--- src/rtl/dma_prd_table_builder_defines.svh ---
// ----------------------------------------------------------------------------
// DMA PRD table builder: assertion macros
// Shared concurrent assertion forms, clocked on i_clk, off during reset.
// ----------------------------------------------------------------------------
`ifndef DMA_PRD_TABLE_BUILDER_DEFINES_SVH
`define DMA_PRD_TABLE_BUILDER_DEFINES_SVH

// cond holds at every clock edge out of reset
`define DPB_ASSERT_ALWAYS(lbl, cond, msg) \
    lbl: assert property (@(posedge i_clk) disable iff (!i_rst_n) (cond)) \
        else $error(msg);

// cons holds in the same cycle as ante
`define DPB_ASSERT_IMPLIES(lbl, ante, cons, msg) \
    lbl: assert property (@(posedge i_clk) disable iff (!i_rst_n) (ante) |-> (cons)) \
        else $error(msg);

`endif

--- src/rtl/dpb_pkg.sv ---
// ----------------------------------------------------------------------------
// DMA PRD table builder: package
// Field types, result and error codes, and shared constants.
// ----------------------------------------------------------------------------
`timescale 1ns / 1ps

package dpb_pkg;

    localparam int unsigned PAGE_BYTES_DEF  = 4096;
    localparam int unsigned MAX_ENTRIES_DEF = 512;
    localparam int unsigned MAX_TRANSFER    = 65536;
    localparam int unsigned OUTQ_DEPTH      = 4;

    localparam int unsigned ADDR_W  = 64;
    localparam int unsigned CNT_W   = 17;
    localparam int unsigned LEN_W   = 13;
    localparam int unsigned IDX_W   = 9;
    localparam int unsigned KIND_W  = 2;
    localparam int unsigned ERR_W   = 3;
    localparam int unsigned QCNT_W  = $clog2(OUTQ_DEPTH + 1);

    localparam logic [CNT_W-1:0] BOUND_64K = 17'h10000;
    localparam logic [32:0]      LIMIT_4G  = 33'h1_0000_0000;

    localparam logic REQ_BEGIN  = 1'b0;
    localparam logic REQ_ANSWER = 1'b1;

    localparam logic [KIND_W-1:0] KIND_XLATE = 2'd0;
    localparam logic [KIND_W-1:0] KIND_DESC  = 2'd1;
    localparam logic [KIND_W-1:0] KIND_DONE  = 2'd2;
    localparam logic [KIND_W-1:0] KIND_ERR   = 2'd3;

    localparam logic [ERR_W-1:0] ERR_NONE      = 3'd0;
    localparam logic [ERR_W-1:0] ERR_BAD_SIZE  = 3'd1;
    localparam logic [ERR_W-1:0] ERR_ODD_ADDR  = 3'd2;
    localparam logic [ERR_W-1:0] ERR_UNMAPPED  = 3'd3;
    localparam logic [ERR_W-1:0] ERR_TBL_FULL  = 3'd4;
    localparam logic [ERR_W-1:0] ERR_BEYOND_4G = 3'd5;

    localparam logic [1:0] PUSH_NONE = 2'd0;
    localparam logic [1:0] PUSH_ONE  = 2'd1;
    localparam logic [1:0] PUSH_TWO  = 2'd2;

    typedef struct packed {
        logic              req_type;
        logic [ADDR_W-1:0] virt_addr;
        logic [CNT_W-1:0]  xfer_bytes;
        logic [ADDR_W-1:0] phys_addr;
    } t_in_item;

    typedef struct packed {
        logic [KIND_W-1:0] result_kind;
        logic [ADDR_W-1:0] addr;
        logic [LEN_W-1:0]  byte_len;
        logic              end_of_table;
        logic [IDX_W-1:0]  entry_index;
        logic [ERR_W-1:0]  error_code;
        logic              last;
    } t_out_item;

    typedef struct packed {
        logic [1:0] cnt;
        t_out_item  first;
        t_out_item  second;
    } t_push;

    typedef struct packed {
        logic [QCNT_W-1:0] count;
        logic              room;
    } t_q_status;

    function automatic t_out_item mk_item(
        input logic [KIND_W-1:0] kind,
        input logic [ADDR_W-1:0] addr,
        input logic [LEN_W-1:0]  len,
        input logic              eot,
        input logic [IDX_W-1:0]  idx,
        input logic [ERR_W-1:0]  err,
        input logic              last
    );
        t_out_item item;
        item.result_kind  = kind;
        item.addr         = addr;
        item.byte_len     = len;
        item.end_of_table = eot;
        item.entry_index  = idx;
        item.error_code   = err;
        item.last         = last;
        return item;
    endfunction

    function automatic t_out_item mk_error(input logic [ERR_W-1:0] err);
        return mk_item(KIND_ERR, '0, '0, 1'b0, '0, err, 1'b1);
    endfunction

endpackage

--- src/rtl/dpb_core.sv ---
// ----------------------------------------------------------------------------
// DMA PRD table builder: core
// Input register, transfer state and combinational descriptor step.
// ----------------------------------------------------------------------------
`timescale 1ns / 1ps

module dpb_core #(
    parameter int unsigned PAGE_BYTES  = dpb_pkg::PAGE_BYTES_DEF,
    parameter int unsigned MAX_ENTRIES = dpb_pkg::MAX_ENTRIES_DEF
) (
    input  logic               i_clk,
    input  logic               i_rst_n,
    input  logic               i_in_valid,
    output logic               o_in_stall,
    input  dpb_pkg::t_in_item  i_in_data,
    input  dpb_pkg::t_q_status i_q_status,
    output dpb_pkg::t_push     o_push
);

    localparam int unsigned PW = $clog2(PAGE_BYTES);
    localparam int unsigned EW = $clog2(MAX_ENTRIES);
    localparam logic [dpb_pkg::CNT_W-1:0] PAGE_SZ = dpb_pkg::CNT_W'(PAGE_BYTES);
    localparam logic [dpb_pkg::CNT_W-1:0] MAX_XFER = dpb_pkg::CNT_W'(dpb_pkg::MAX_TRANSFER);
    localparam logic [EW-1:0] LAST_ENTRY = EW'(MAX_ENTRIES - 1);

    logic                            r_in_vld;
    dpb_pkg::t_in_item               r_in;
    logic                            r_active, n_active;
    logic [dpb_pkg::ADDR_W-1:0]      r_cur, n_cur;
    logic [dpb_pkg::CNT_W-1:0]       r_rem, n_rem;
    logic [EW-1:0]                   r_entries, n_entries;

    logic                            go;
    logic                            load;
    logic [dpb_pkg::CNT_W-1:0]       chunk_pg;
    logic [dpb_pkg::CNT_W-1:0]       to64k;
    logic [dpb_pkg::CNT_W-1:0]       clip1;
    logic [dpb_pkg::CNT_W-1:0]       chunk;
    logic [32:0]                     end33;
    logic                            beyond;
    logic                            bad_size;
    logic [dpb_pkg::ADDR_W-1:0]      next_cur;
    logic [dpb_pkg::IDX_W-1:0]       idx;

    assign go         = r_in_vld && i_q_status.room;
    assign o_in_stall = r_in_vld && !i_q_status.room;
    assign load       = i_in_valid && !o_in_stall;

    // clip to page end, 64 KB physical boundary and bytes left
    assign chunk_pg = PAGE_SZ - dpb_pkg::CNT_W'(r_cur[PW-1:0]);
    assign to64k    = dpb_pkg::BOUND_64K - {1'b0, r_in.phys_addr[15:0]};
    assign clip1    = (chunk_pg > to64k) ? to64k : chunk_pg;
    assign chunk    = (clip1 > r_rem) ? r_rem : clip1;
    assign end33    = {1'b0, r_in.phys_addr[31:0]} + 33'(chunk);
    assign beyond   = (|r_in.phys_addr[63:32]) || (end33 > dpb_pkg::LIMIT_4G);
    assign bad_size = (r_in.xfer_bytes == '0) || (r_in.xfer_bytes > MAX_XFER);
    assign next_cur = r_cur + dpb_pkg::ADDR_W'(chunk);
    assign idx      = dpb_pkg::IDX_W'(r_entries);

    always_comb begin
        n_active  = r_active;
        n_cur     = r_cur;
        n_rem     = r_rem;
        n_entries = r_entries;
        o_push    = '0;
        if (go) begin
            if (r_in.req_type == dpb_pkg::REQ_BEGIN) begin
                n_active   = 1'b0;
                o_push.cnt = dpb_pkg::PUSH_ONE;
                if (bad_size) begin
                    o_push.first = dpb_pkg::mk_error(dpb_pkg::ERR_BAD_SIZE);
                end else if (r_in.virt_addr[0]) begin
                    o_push.first = dpb_pkg::mk_error(dpb_pkg::ERR_ODD_ADDR);
                end else begin
                    n_active     = 1'b1;
                    n_cur        = r_in.virt_addr;
                    n_rem        = r_in.xfer_bytes;
                    n_entries    = '0;
                    o_push.first = dpb_pkg::mk_item(dpb_pkg::KIND_XLATE, r_in.virt_addr,
                                                    '0, 1'b0, '0, dpb_pkg::ERR_NONE, 1'b1);
                end
            end else if (r_active) begin
                o_push.cnt = dpb_pkg::PUSH_ONE;
                if (r_in.phys_addr == '0) begin
                    n_active     = 1'b0;
                    o_push.first = dpb_pkg::mk_error(dpb_pkg::ERR_UNMAPPED);
                end else if (beyond) begin
                    n_active     = 1'b0;
                    o_push.first = dpb_pkg::mk_error(dpb_pkg::ERR_BEYOND_4G);
                end else begin
                    n_rem      = r_rem - chunk;
                    n_cur      = next_cur;
                    n_entries  = r_entries + 1'b1;
                    o_push.cnt = dpb_pkg::PUSH_TWO;
                    if (r_rem == chunk) begin
                        n_active      = 1'b0;
                        o_push.first  = dpb_pkg::mk_item(dpb_pkg::KIND_DESC, r_in.phys_addr,
                                                         dpb_pkg::LEN_W'(chunk), 1'b1, idx,
                                                         dpb_pkg::ERR_NONE, 1'b0);
                        o_push.second = dpb_pkg::mk_item(dpb_pkg::KIND_DONE, '0, '0, 1'b0,
                                                         '0, dpb_pkg::ERR_NONE, 1'b1);
                    end else begin
                        o_push.first = dpb_pkg::mk_item(dpb_pkg::KIND_DESC, r_in.phys_addr,
                                                        dpb_pkg::LEN_W'(chunk), 1'b0, idx,
                                                        dpb_pkg::ERR_NONE, 1'b0);
                        if (r_entries == LAST_ENTRY) begin
                            n_active      = 1'b0;
                            o_push.second = dpb_pkg::mk_error(dpb_pkg::ERR_TBL_FULL);
                        end else begin
                            o_push.second = dpb_pkg::mk_item(dpb_pkg::KIND_XLATE, next_cur,
                                                             '0, 1'b0, '0,
                                                             dpb_pkg::ERR_NONE, 1'b1);
                        end
                    end
                end
            end
        end
    end

    always_ff @(posedge i_clk) begin
        if (!i_rst_n) begin
            r_in_vld  <= 1'b0;
            r_active  <= 1'b0;
            r_cur     <= '0;
            r_rem     <= '0;
            r_entries <= '0;
        end else begin
            if (load) begin
                r_in_vld <= 1'b1;
            end else if (go) begin
                r_in_vld <= 1'b0;
            end
            r_active  <= n_active;
            r_cur     <= n_cur;
            r_rem     <= n_rem;
            r_entries <= n_entries;
        end
    end

    always_ff @(posedge i_clk) begin
        if (load) begin
            r_in <= i_in_data;
        end
    end

endmodule

--- src/rtl/dpb_outq.sv ---
// ----------------------------------------------------------------------------
// DMA PRD table builder: result queue
// Takes up to two results a cycle and hands them out one per transfer.
// ----------------------------------------------------------------------------
`timescale 1ns / 1ps

module dpb_outq (
    input  logic                i_clk,
    input  logic                i_rst_n,
    input  dpb_pkg::t_push      i_push,
    output dpb_pkg::t_q_status  o_status,
    output logic                o_out_valid,
    input  logic                i_out_stall,
    output dpb_pkg::t_out_item  o_out_data
);

    localparam int unsigned QPW = $clog2(dpb_pkg::OUTQ_DEPTH);
    localparam logic [dpb_pkg::QCNT_W-1:0] ROOM_MAX =
        dpb_pkg::QCNT_W'(dpb_pkg::OUTQ_DEPTH - 2);

    dpb_pkg::t_out_item              r_mem [dpb_pkg::OUTQ_DEPTH];
    logic [QPW-1:0]                  r_wr, n_wr;
    logic [QPW-1:0]                  r_rd, n_rd;
    logic [dpb_pkg::QCNT_W-1:0]      r_count, n_count;
    logic [QPW-1:0]                  wr_nxt;
    logic                            pop;

    assign pop         = (r_count != '0) && !i_out_stall;
    assign o_out_valid = (r_count != '0);
    assign o_out_data  = r_mem[r_rd];
    assign wr_nxt      = r_wr + 1'b1;

    assign o_status.count = r_count;
    assign o_status.room  = (r_count <= ROOM_MAX);

    always_comb begin
        n_rd    = pop ? QPW'(r_rd + 1'b1) : r_rd;
        n_count = r_count + dpb_pkg::QCNT_W'(i_push.cnt) - dpb_pkg::QCNT_W'(pop);
        unique case (i_push.cnt)
            dpb_pkg::PUSH_ONE: n_wr = wr_nxt;
            dpb_pkg::PUSH_TWO: n_wr = QPW'(r_wr + 2'd2);
            default:           n_wr = r_wr;
        endcase
    end

    always_ff @(posedge i_clk) begin
        if (!i_rst_n) begin
            r_wr    <= '0;
            r_rd    <= '0;
            r_count <= '0;
        end else begin
            r_wr    <= n_wr;
            r_rd    <= n_rd;
            r_count <= n_count;
        end
    end

    always_ff @(posedge i_clk) begin
        if (i_push.cnt != dpb_pkg::PUSH_NONE) begin
            r_mem[r_wr] <= i_push.first;
        end
        if (i_push.cnt == dpb_pkg::PUSH_TWO) begin
            r_mem[wr_nxt] <= i_push.second;
        end
    end

endmodule

--- src/rtl/dma_prd_table_builder.sv ---
// ----------------------------------------------------------------------------
// DMA PRD table builder
// Builds a scatter-gather descriptor list for a bus-master DMA transfer.
// ----------------------------------------------------------------------------
// Input channel (i_in_valid / o_in_stall / i_in_data): a begin item opens a
// transfer, an answer item returns the physical address for the last
// translate request. Output channel (o_out_valid / i_out_stall / o_out_data)
// carries translate requests, descriptors, done and error results; the last
// result of each input item has last set.
// An input item is registered, and its results pass through the result
// queue. Throughput: one item per cycle while items give one result each
// and the output does not stall; an item with two results needs two output
// transfers; the output port (one result per cycle) sets the sustained rate.
// The input register holds one item; the result queue holds four results
// and takes a new item only while two places are free.
// Reset (synchronous, active low) empties the queue and the input register
// and returns the block to idle. A stall on the output holds the offered
// result; the queue fills and then stalls the input channel.
// ----------------------------------------------------------------------------
`timescale 1ns / 1ps
`include "dma_prd_table_builder_defines.svh"

module dma_prd_table_builder #(
    parameter int unsigned PAGE_BYTES  = dpb_pkg::PAGE_BYTES_DEF,
    parameter int unsigned MAX_ENTRIES = dpb_pkg::MAX_ENTRIES_DEF
) (
    input  logic                i_clk,
    input  logic                i_rst_n,
    input  logic                i_in_valid,
    output logic                o_in_stall,
    input  dpb_pkg::t_in_item   i_in_data,
    output logic                o_out_valid,
    input  logic                i_out_stall,
    output dpb_pkg::t_out_item  o_out_data
);

    dpb_pkg::t_push     push;
    dpb_pkg::t_q_status q_stat;

    dpb_core #(
        .PAGE_BYTES  (PAGE_BYTES),
        .MAX_ENTRIES (MAX_ENTRIES)
    ) u_core (
        .i_clk      (i_clk),
        .i_rst_n    (i_rst_n),
        .i_in_valid (i_in_valid),
        .o_in_stall (o_in_stall),
        .i_in_data  (i_in_data),
        .i_q_status (q_stat),
        .o_push     (push)
    );

    dpb_outq u_outq (
        .i_clk       (i_clk),
        .i_rst_n     (i_rst_n),
        .i_push      (push),
        .o_status    (q_stat),
        .o_out_valid (o_out_valid),
        .i_out_stall (i_out_stall),
        .o_out_data  (o_out_data)
    );

    `DPB_ASSERT_ALWAYS(a_queue_bound, q_stat.count <= dpb_pkg::QCNT_W'(dpb_pkg::OUTQ_DEPTH), "result queue overflow")
    `DPB_ASSERT_IMPLIES(a_push_room, push.cnt != dpb_pkg::PUSH_NONE, q_stat.room, "push without room")
    `DPB_ASSERT_IMPLIES(a_pair_last, push.cnt == dpb_pkg::PUSH_TWO, !push.first.last && push.second.last, "bad last mark on result pair")
    `DPB_ASSERT_IMPLIES(a_single_last, push.cnt == dpb_pkg::PUSH_ONE, push.first.last, "single result without last")

endmodule

--- config.mk ---
export PLATFORM = sky130hd
export DESIGN_NAME = dma_prd_table_builder
export DESIGN_NICKNAME = d
export VERILOG_FILES = /design/src/rtl/dpb_pkg.sv /design/src/rtl/dpb_core.sv /design/src/rtl/dpb_outq.sv /design/src/rtl/dma_prd_table_builder.sv
export VERILOG_INCLUDE_DIRS = /design/src /design/src/rtl
export SDC_FILE = /design/constraint.sdc
export NUM_CORES = 1
export LEC_CHECK = 0
export ABC_AREA = 0
export BUFFER_PORTS_ARGS = -buffer_cell sky130_fd_sc_hd__buf_2
export CORE_MARGIN = 1
export CORE_UTILIZATION = 45
export DETAILED_ROUTE_END_ITERATION = 16
export GPL_ROUTABILITY_DRIVEN = 0
export SLEW_MARGIN = 30
export SYNTH_ARGS = -nofsm -noshare
export SYNTH_HDL_FRONTEND = slang
export SYNTH_SLANG_ARGS = --single-unit
--- constraint.sdc ---
create_clock -name i_clk -period 16.15 [get_ports i_clk]
set_input_delay 1.615 -clock i_clk [delete_from_list [all_inputs] [get_ports i_clk]]
set_output_delay 1.615 -clock i_clk [all_outputs]
set_load 0.05 [all_outputs]
Word-level counts from Yosys, hierarchy flattened:

Memory sizes are Yosys's and may differ from the RTL's. A register that Yosys moved wholly into a read port is not among the register bits.
Index checks and enable logic that the tools add are counted.

* word-level logic and storage cells: 106
* output and inout port bits: 95
* memories kept: 1
* memory bits (writable): 372
* register bits after elaboration: 245

* reductions and logical operators: 17
* mux-type cells: 51
* add/subtract/negate cells: 11
* $lt $le $gt $ge: 5
* equal/unequal tests: 9

Memories
* u_outq.r_mem: depth 4, bits a word 93, read ports 1, clocked after memory_dff 1, wr ports 2, RTL line dpb_outq.sv:21 `dpb_pkg::t_out_item r_mem [dpb_pkg::OUTQ_DEPTH];`

Operator list (count)
* 2-to-1 mux 93 bit: 8
* 2-to-1 mux 64 bit: 6
* 2-to-1 mux 188 bit: 2
* 2-to-1 mux 17 bit: 8
* 2-to-1 mux 107 bit: 1
* 2-to-1 mux 95 bit: 1
* adder 64 x 17 -> 64 bit: 1
* zero test 64 bit: 1
* 2-to-1 mux 9 bit: 6
* > comparator 17 bit: 2
* adder 32 x 17 -> 33 bit: 1
* > comparator 33 bit (second input constant): 1
* OR reduction 32 bit: 1
* equality test 17 bit: 1
* > comparator 17 bit (second input constant): 1
* zero test 17 bit: 1
* subtractor 17 x 16 -> 17 bit (first input constant): 1
* subtractor 17 bit: 1
* 2-to-1 mux 1 bit: 14
* subtractor 13 x 12 -> 14 bit (first input constant): 1
* adder 9 x 1 -> 9 bit (second input constant): 1
* equality test 9 bit (second input constant): 1
* 2-to-1 mux 2 bit: 4
* != test 2 bit (second input constant): 3
* other kinds (15): 25

Longest topological paths before layout:

* word-level depth: 16
* mapped depth: 52
* depth with buffers taken out: 44

Modules after synthesis:

A second synthesis with hierarchy kept.

* cell total of the unflattened synthesis: 2730
* area total of the unflattened synthesis: 34476.8 um^2

By module, submodules not included
* dpb_outq: sequential area each 11350.9 um^2, times used 1, cells each 966, area an instance 18526.5 um^2
* dpb_core: sequential area each 6226.0 um^2, times used 1, cells each 1764, area an instance 15950.3 um^2

Worst setup path after synthesis:

No wires, ideal clock.

* path type: register to register
* start point: register u_core.r_in[4] (netlist name)
* end point: memory u_outq.r_mem[2][0] (netlist name), enable pin
* slack: 3.979 ns
* period minus slack after synthesis: 12.171 ns
* data arrival time: 11.749 ns
* path buffers: 7
* stages on the path, launching flop included: 44
* cells stage by stage: edfxtp_1 buf_6 or4_4 or3_1 or3_4 or4_1 xnor2_1 ha_1 nand4_1 nor2_1 o21ai_0 o211ai_1 o211ai_2 clkbuf_1 nand2_1 o21ai_0 ha_1 or3_1 (+8 left out) inv_1 ha_1 a211oi_1 o211ai_1 a211oi_1 o41ai_1 mux2i_1 or4b_1 nor4_4 a31oi_2 a31oi_1 ha_1 clkbuf_1 and2_1 clkbuf_1 nor2_1 clkbuf_1 inv_1

RTL lines
* start: declaration: RTL line dpb_core.sv:27 `dpb_pkg::t_in_item r_in;`
* start signal: assignment: RTL line dpb_core.sv:142 `r_in <= i_in_data;`
* end: declaration: RTL line dpb_outq.sv:21

==> out/results.txt <==
The flow ran to the end, and the final reports show no timing, DRC or antenna violations. The most instantiated flip-flop cell in the synthesis netlist was sky130_fd_sc_hd__edfxtp_1. TritonCTS built the clock tree. Counting cells, the worst reg-to-reg path comes to 37. After detailed routing, the number of vias per cell comes to 6.528. The worst IR drop on VDD came out at 0.1218 mV. In the final design database the tool counted 3366 nets.

The via count was 26870. The post-route fraction of the period consumed by the critical path is 0.8481, and the number of enable-type register cells in the synthesized netlist is 418. In the layout the commonest cells are 418 x sky130_fd_sc_hd__edfxtp_1, 312 x sky130_fd_sc_hd__nand2_1, 260 x sky130_fd_sc_hd__nor2_1. Post-route clock skew: 24.77 ps. Largest fanout on the critical path: 44. CTS built an H-tree with a depth of 3.

Entering global routing, the biggest net connects 73 pins. Number of ports placed on the die boundary: 245. For the max-slew violation total from the final report, the log shows 0. In this run the post-CTS setup repair buffer count came out at 0.

The run gives 0 as the number of nets with antenna violations after routing. The die height came out at 270.1 um. In this design, the stage delay of the slowest critical-path cell is 820 ps.

The number of placed instances, taps included, is 3984. The total power density per cell area came out at 123.5 nW/um2. The run gives 0 as the reported max-cap violation count. At the pin with the least slew margin, the transition time is 972.8 ps. The number of hold buffers added after CTS was 0. The number of failing hold endpoints at the final stage was 0. Input and output buffers added on the ports amount to 244. A synthesized cell averages 10.97 um2. Setup violations remaining at the end of the flow were counted as 0.

The number of buffers on the longest clock path was 3. The achievable clock frequency was 0.07301 GHz. The width of the chip works out to 270.1 um. The required time at the worst-slack endpoint came out at 16380 ps. The run gives 0.2964 as the all-layer global routing usage. Clock-pin slew was measured on the worst setup and hold paths at 60 ps.

In this run, CTS created clock tree buffers numbering 71. The proportion of synthesized flip-flops having asynchronous set or reset was 0. The largest individual stage delay along the critical path comes from the cell sky130_fd_sc_hd__mux2i_1.

The run gives 0 as the total overflow reported by the global router. Fraction of the yosys area taken by sequential cells: 0.5126. The remaining design rule violation count came out at 0. The total die area was 72940 um2. For this design, the sink count on the clock tree is 619. The worst hold path belongs to the class flop to flop. The starting density of the core was 0.4586; the final non-filler cell area was 36700 um2.

The fraction of final layout cells with drive strength greater than 1 works out to 0.1739. In this run the most critical hold path is launched from u_outq.r_mem[0][17]$_SDFFE_PP0N_. Data arrives at the worst endpoint at 13930 ps. Setup total negative slack on the finished layout was measured at 0 ps.

For this block, the initial DRC count from the detailed router was 3528. The first global-routing pass estimated 163700 um of wire. The placed instances occupy a cell area of 34290 um2. Kind of critical path: flop to flop. The first detailed-routing pass took 6 iterations. Routed wire length per instance: 26.83 um.

The final standard cell count with taps included and fillers excluded was 4116. Setup repair after global routing left no endpoint under its margin. The run gives 32340 um2 as the area of the mapped netlist. The clock insertion delay at the later pin of the skew report came out at 620 ps. The cell repeated most along the worst path is sky130_fd_sc_hd__ha_1.

Wires add up to 110400 um. The tools report the startpoint of the worst register-to-register path as u_core.r_in[4]$_DFFE_PP_. The floorplan has 97 rows. After technology mapping, the gate count stands at 2949.

The kind of start point of the critical path is a flop. The final critical-path required period came out at 13700 ps. Leaving out fill and tap cells, the most frequent cell in the layout is sky130_fd_sc_hd__edfxtp_1. The critical path starts at u_core.r_in[4]$_DFFE_PP_. The run gives 0.3329 as the relative max-transition margin.

The leakage power of the design is 0.01355 uW, and the layout overhead on the synthesized area is 13.49%. The count of instances resized after the clock tree is built is 0, and the count of distinct cell types in the synthesized netlist is 94. The via count of the first global-routing pass is 26040. The number of storage elements in the synthesis netlist came out at 619.

Initial antenna violation count: 3. The tree is rooted in a sky130_fd_sc_hd__clkbuf_16. The number of synthesis warnings is 0. The worst setup path is captured at a flop. Summed over all nets, the half-perimeter wirelength after detailed placement is 73730 um. The area of the core region is 70510 um2. Counting instances, the worst hold path has a depth of 2.
[Yosys cell counts, drive strengths merged, types with 22 or more instances]
cell type  number  area, um2
nor2          265       1002
xnor2          56      490.5
a21o           30      225.2
nand3          72      370.4
a221o         106       1061
edfxtp        418      12550
nor3           48      337.8
o22ai         121      757.0
and2           25      156.4
and3           29      191.4
ha             95       1189
inv            82      307.8
o21ai         171      859.6
a21oi         116      584.3
nand4          44      275.3
buf            63      364.1
clkbuf        129      484.2
xor2           52      455.4
nor4           27      183.9
nand2         318       1199
a211oi         36      270.3
mux4           93       2095
o31ai          22      165.2
a31oi          26      168.9
dfxtp         201       4024
mux2i          30      300.3
a22o           48      420.4
[worst paths after layout]
check,to,slack [ps]
setup / recovery,u_outq.r_mem[3][47]$_DFFE_PP_,2450
hold / removal,u_outq.r_mem[0][17]$_SDFFE_PP0N_,450
setup reg to reg,u_outq.r_mem[3][47]$_DFFE_PP_,2450
hold reg to reg,u_outq.r_mem[0][17]$_SDFFE_PP0N_,450
[critical path: cells and delay by family (launching register included)]
kind / cells / cell delay (ps)
adder cells (fa/ha/maj): 4 / 1590
flip-flops: 1 / 550
XOR/XNOR: 1 / 160
AO/OA/AOI/OAI: 14 / 3690
multiplexers: 2 / 1130
AND/OR/NAND/NOR: 12 / 4190
buffers and inverters: 4 / 1930
[power breakdown]
group / leakage, uW / switching (uW) / internal (uW)
Sequential: 0.00602 / 83.7 / 1750
Combinational: 0.00637 / 692 / 339
Clock: 0.00116 / 678 / 985
Total: 0.0135 / 1450 / 3080
[state kept, by name, summed over array words and instances (netlist names), named ones only]
signal	flops
u_core.r_cur	64
u_outq.r_mem	372
u_outq.r_rd	2
u_core.r_in_vld	1
u_core.r_rem	17
u_outq.r_wr	2
u_core.r_active	1
u_core.idx	9
u_outq.r_count	3
u_core.r_in	146
[cell type report]
cell class / count / area (um2)
Fill cell: 6219 / 33810
Sequential cell: 619 / 16580
Multi-Input combinational cell: 2058 / 14690
Clock buffer: 99 / 2079
Timing Repair Buffer: 284 / 1529
Tap cell: 940 / 1176
Clock inverter: 31 / 321.6
Inverter: 83 / 315.3
Antenna cell: 2 / 5.005
[kinds of logic (layout without fill, tap and decap cells)]
| group | Yosys count | after routing | synth area share |
|---|---|---|---|
| flops | 619 | 619 | 0.5126 |
| fa+ha+maj | 99 | 99 | 0.03923 |
| buf+inv | 275 | 497 | 0.03586 |
| simple gates | 919 | 919 | 0.1346 |
| xor+xnor | 108 | 108 | 0.02925 |
| compound gates | 804 | 804 | 0.1739 |
| other cells | 1 | 6 | 0.0001160 |
| mux | 124 | 124 | 0.07440 |
[metrics by stage]
step | total power, uW | hold WS, ps | util | setup slack, ps
global placement | 2876 | 428.1 | 0.4861 | 2993
CTS | 4539 | 450.4 | 0.5204 | 2716
detailed placement | 2890 | 441.2 | 0.4863 | 2774
finish | 4531 | 449.7 | 0.5205 | 2454
global route | 4673 | 480.8 | 0.5204 | 1716
floorplan | 2593 | 419.8 | - | 3979
[metal layers]
metal,up-vias,wire length [um],track usage
met5,-,11,0
met4,2,4509,0.1234
met3,300,12320,0.06588
met2,1739,49560,0.4579
met1,13130,44030,0.4020
li1,11700,-,-
No activity file was read; power rests on OpenSTA's default activity.
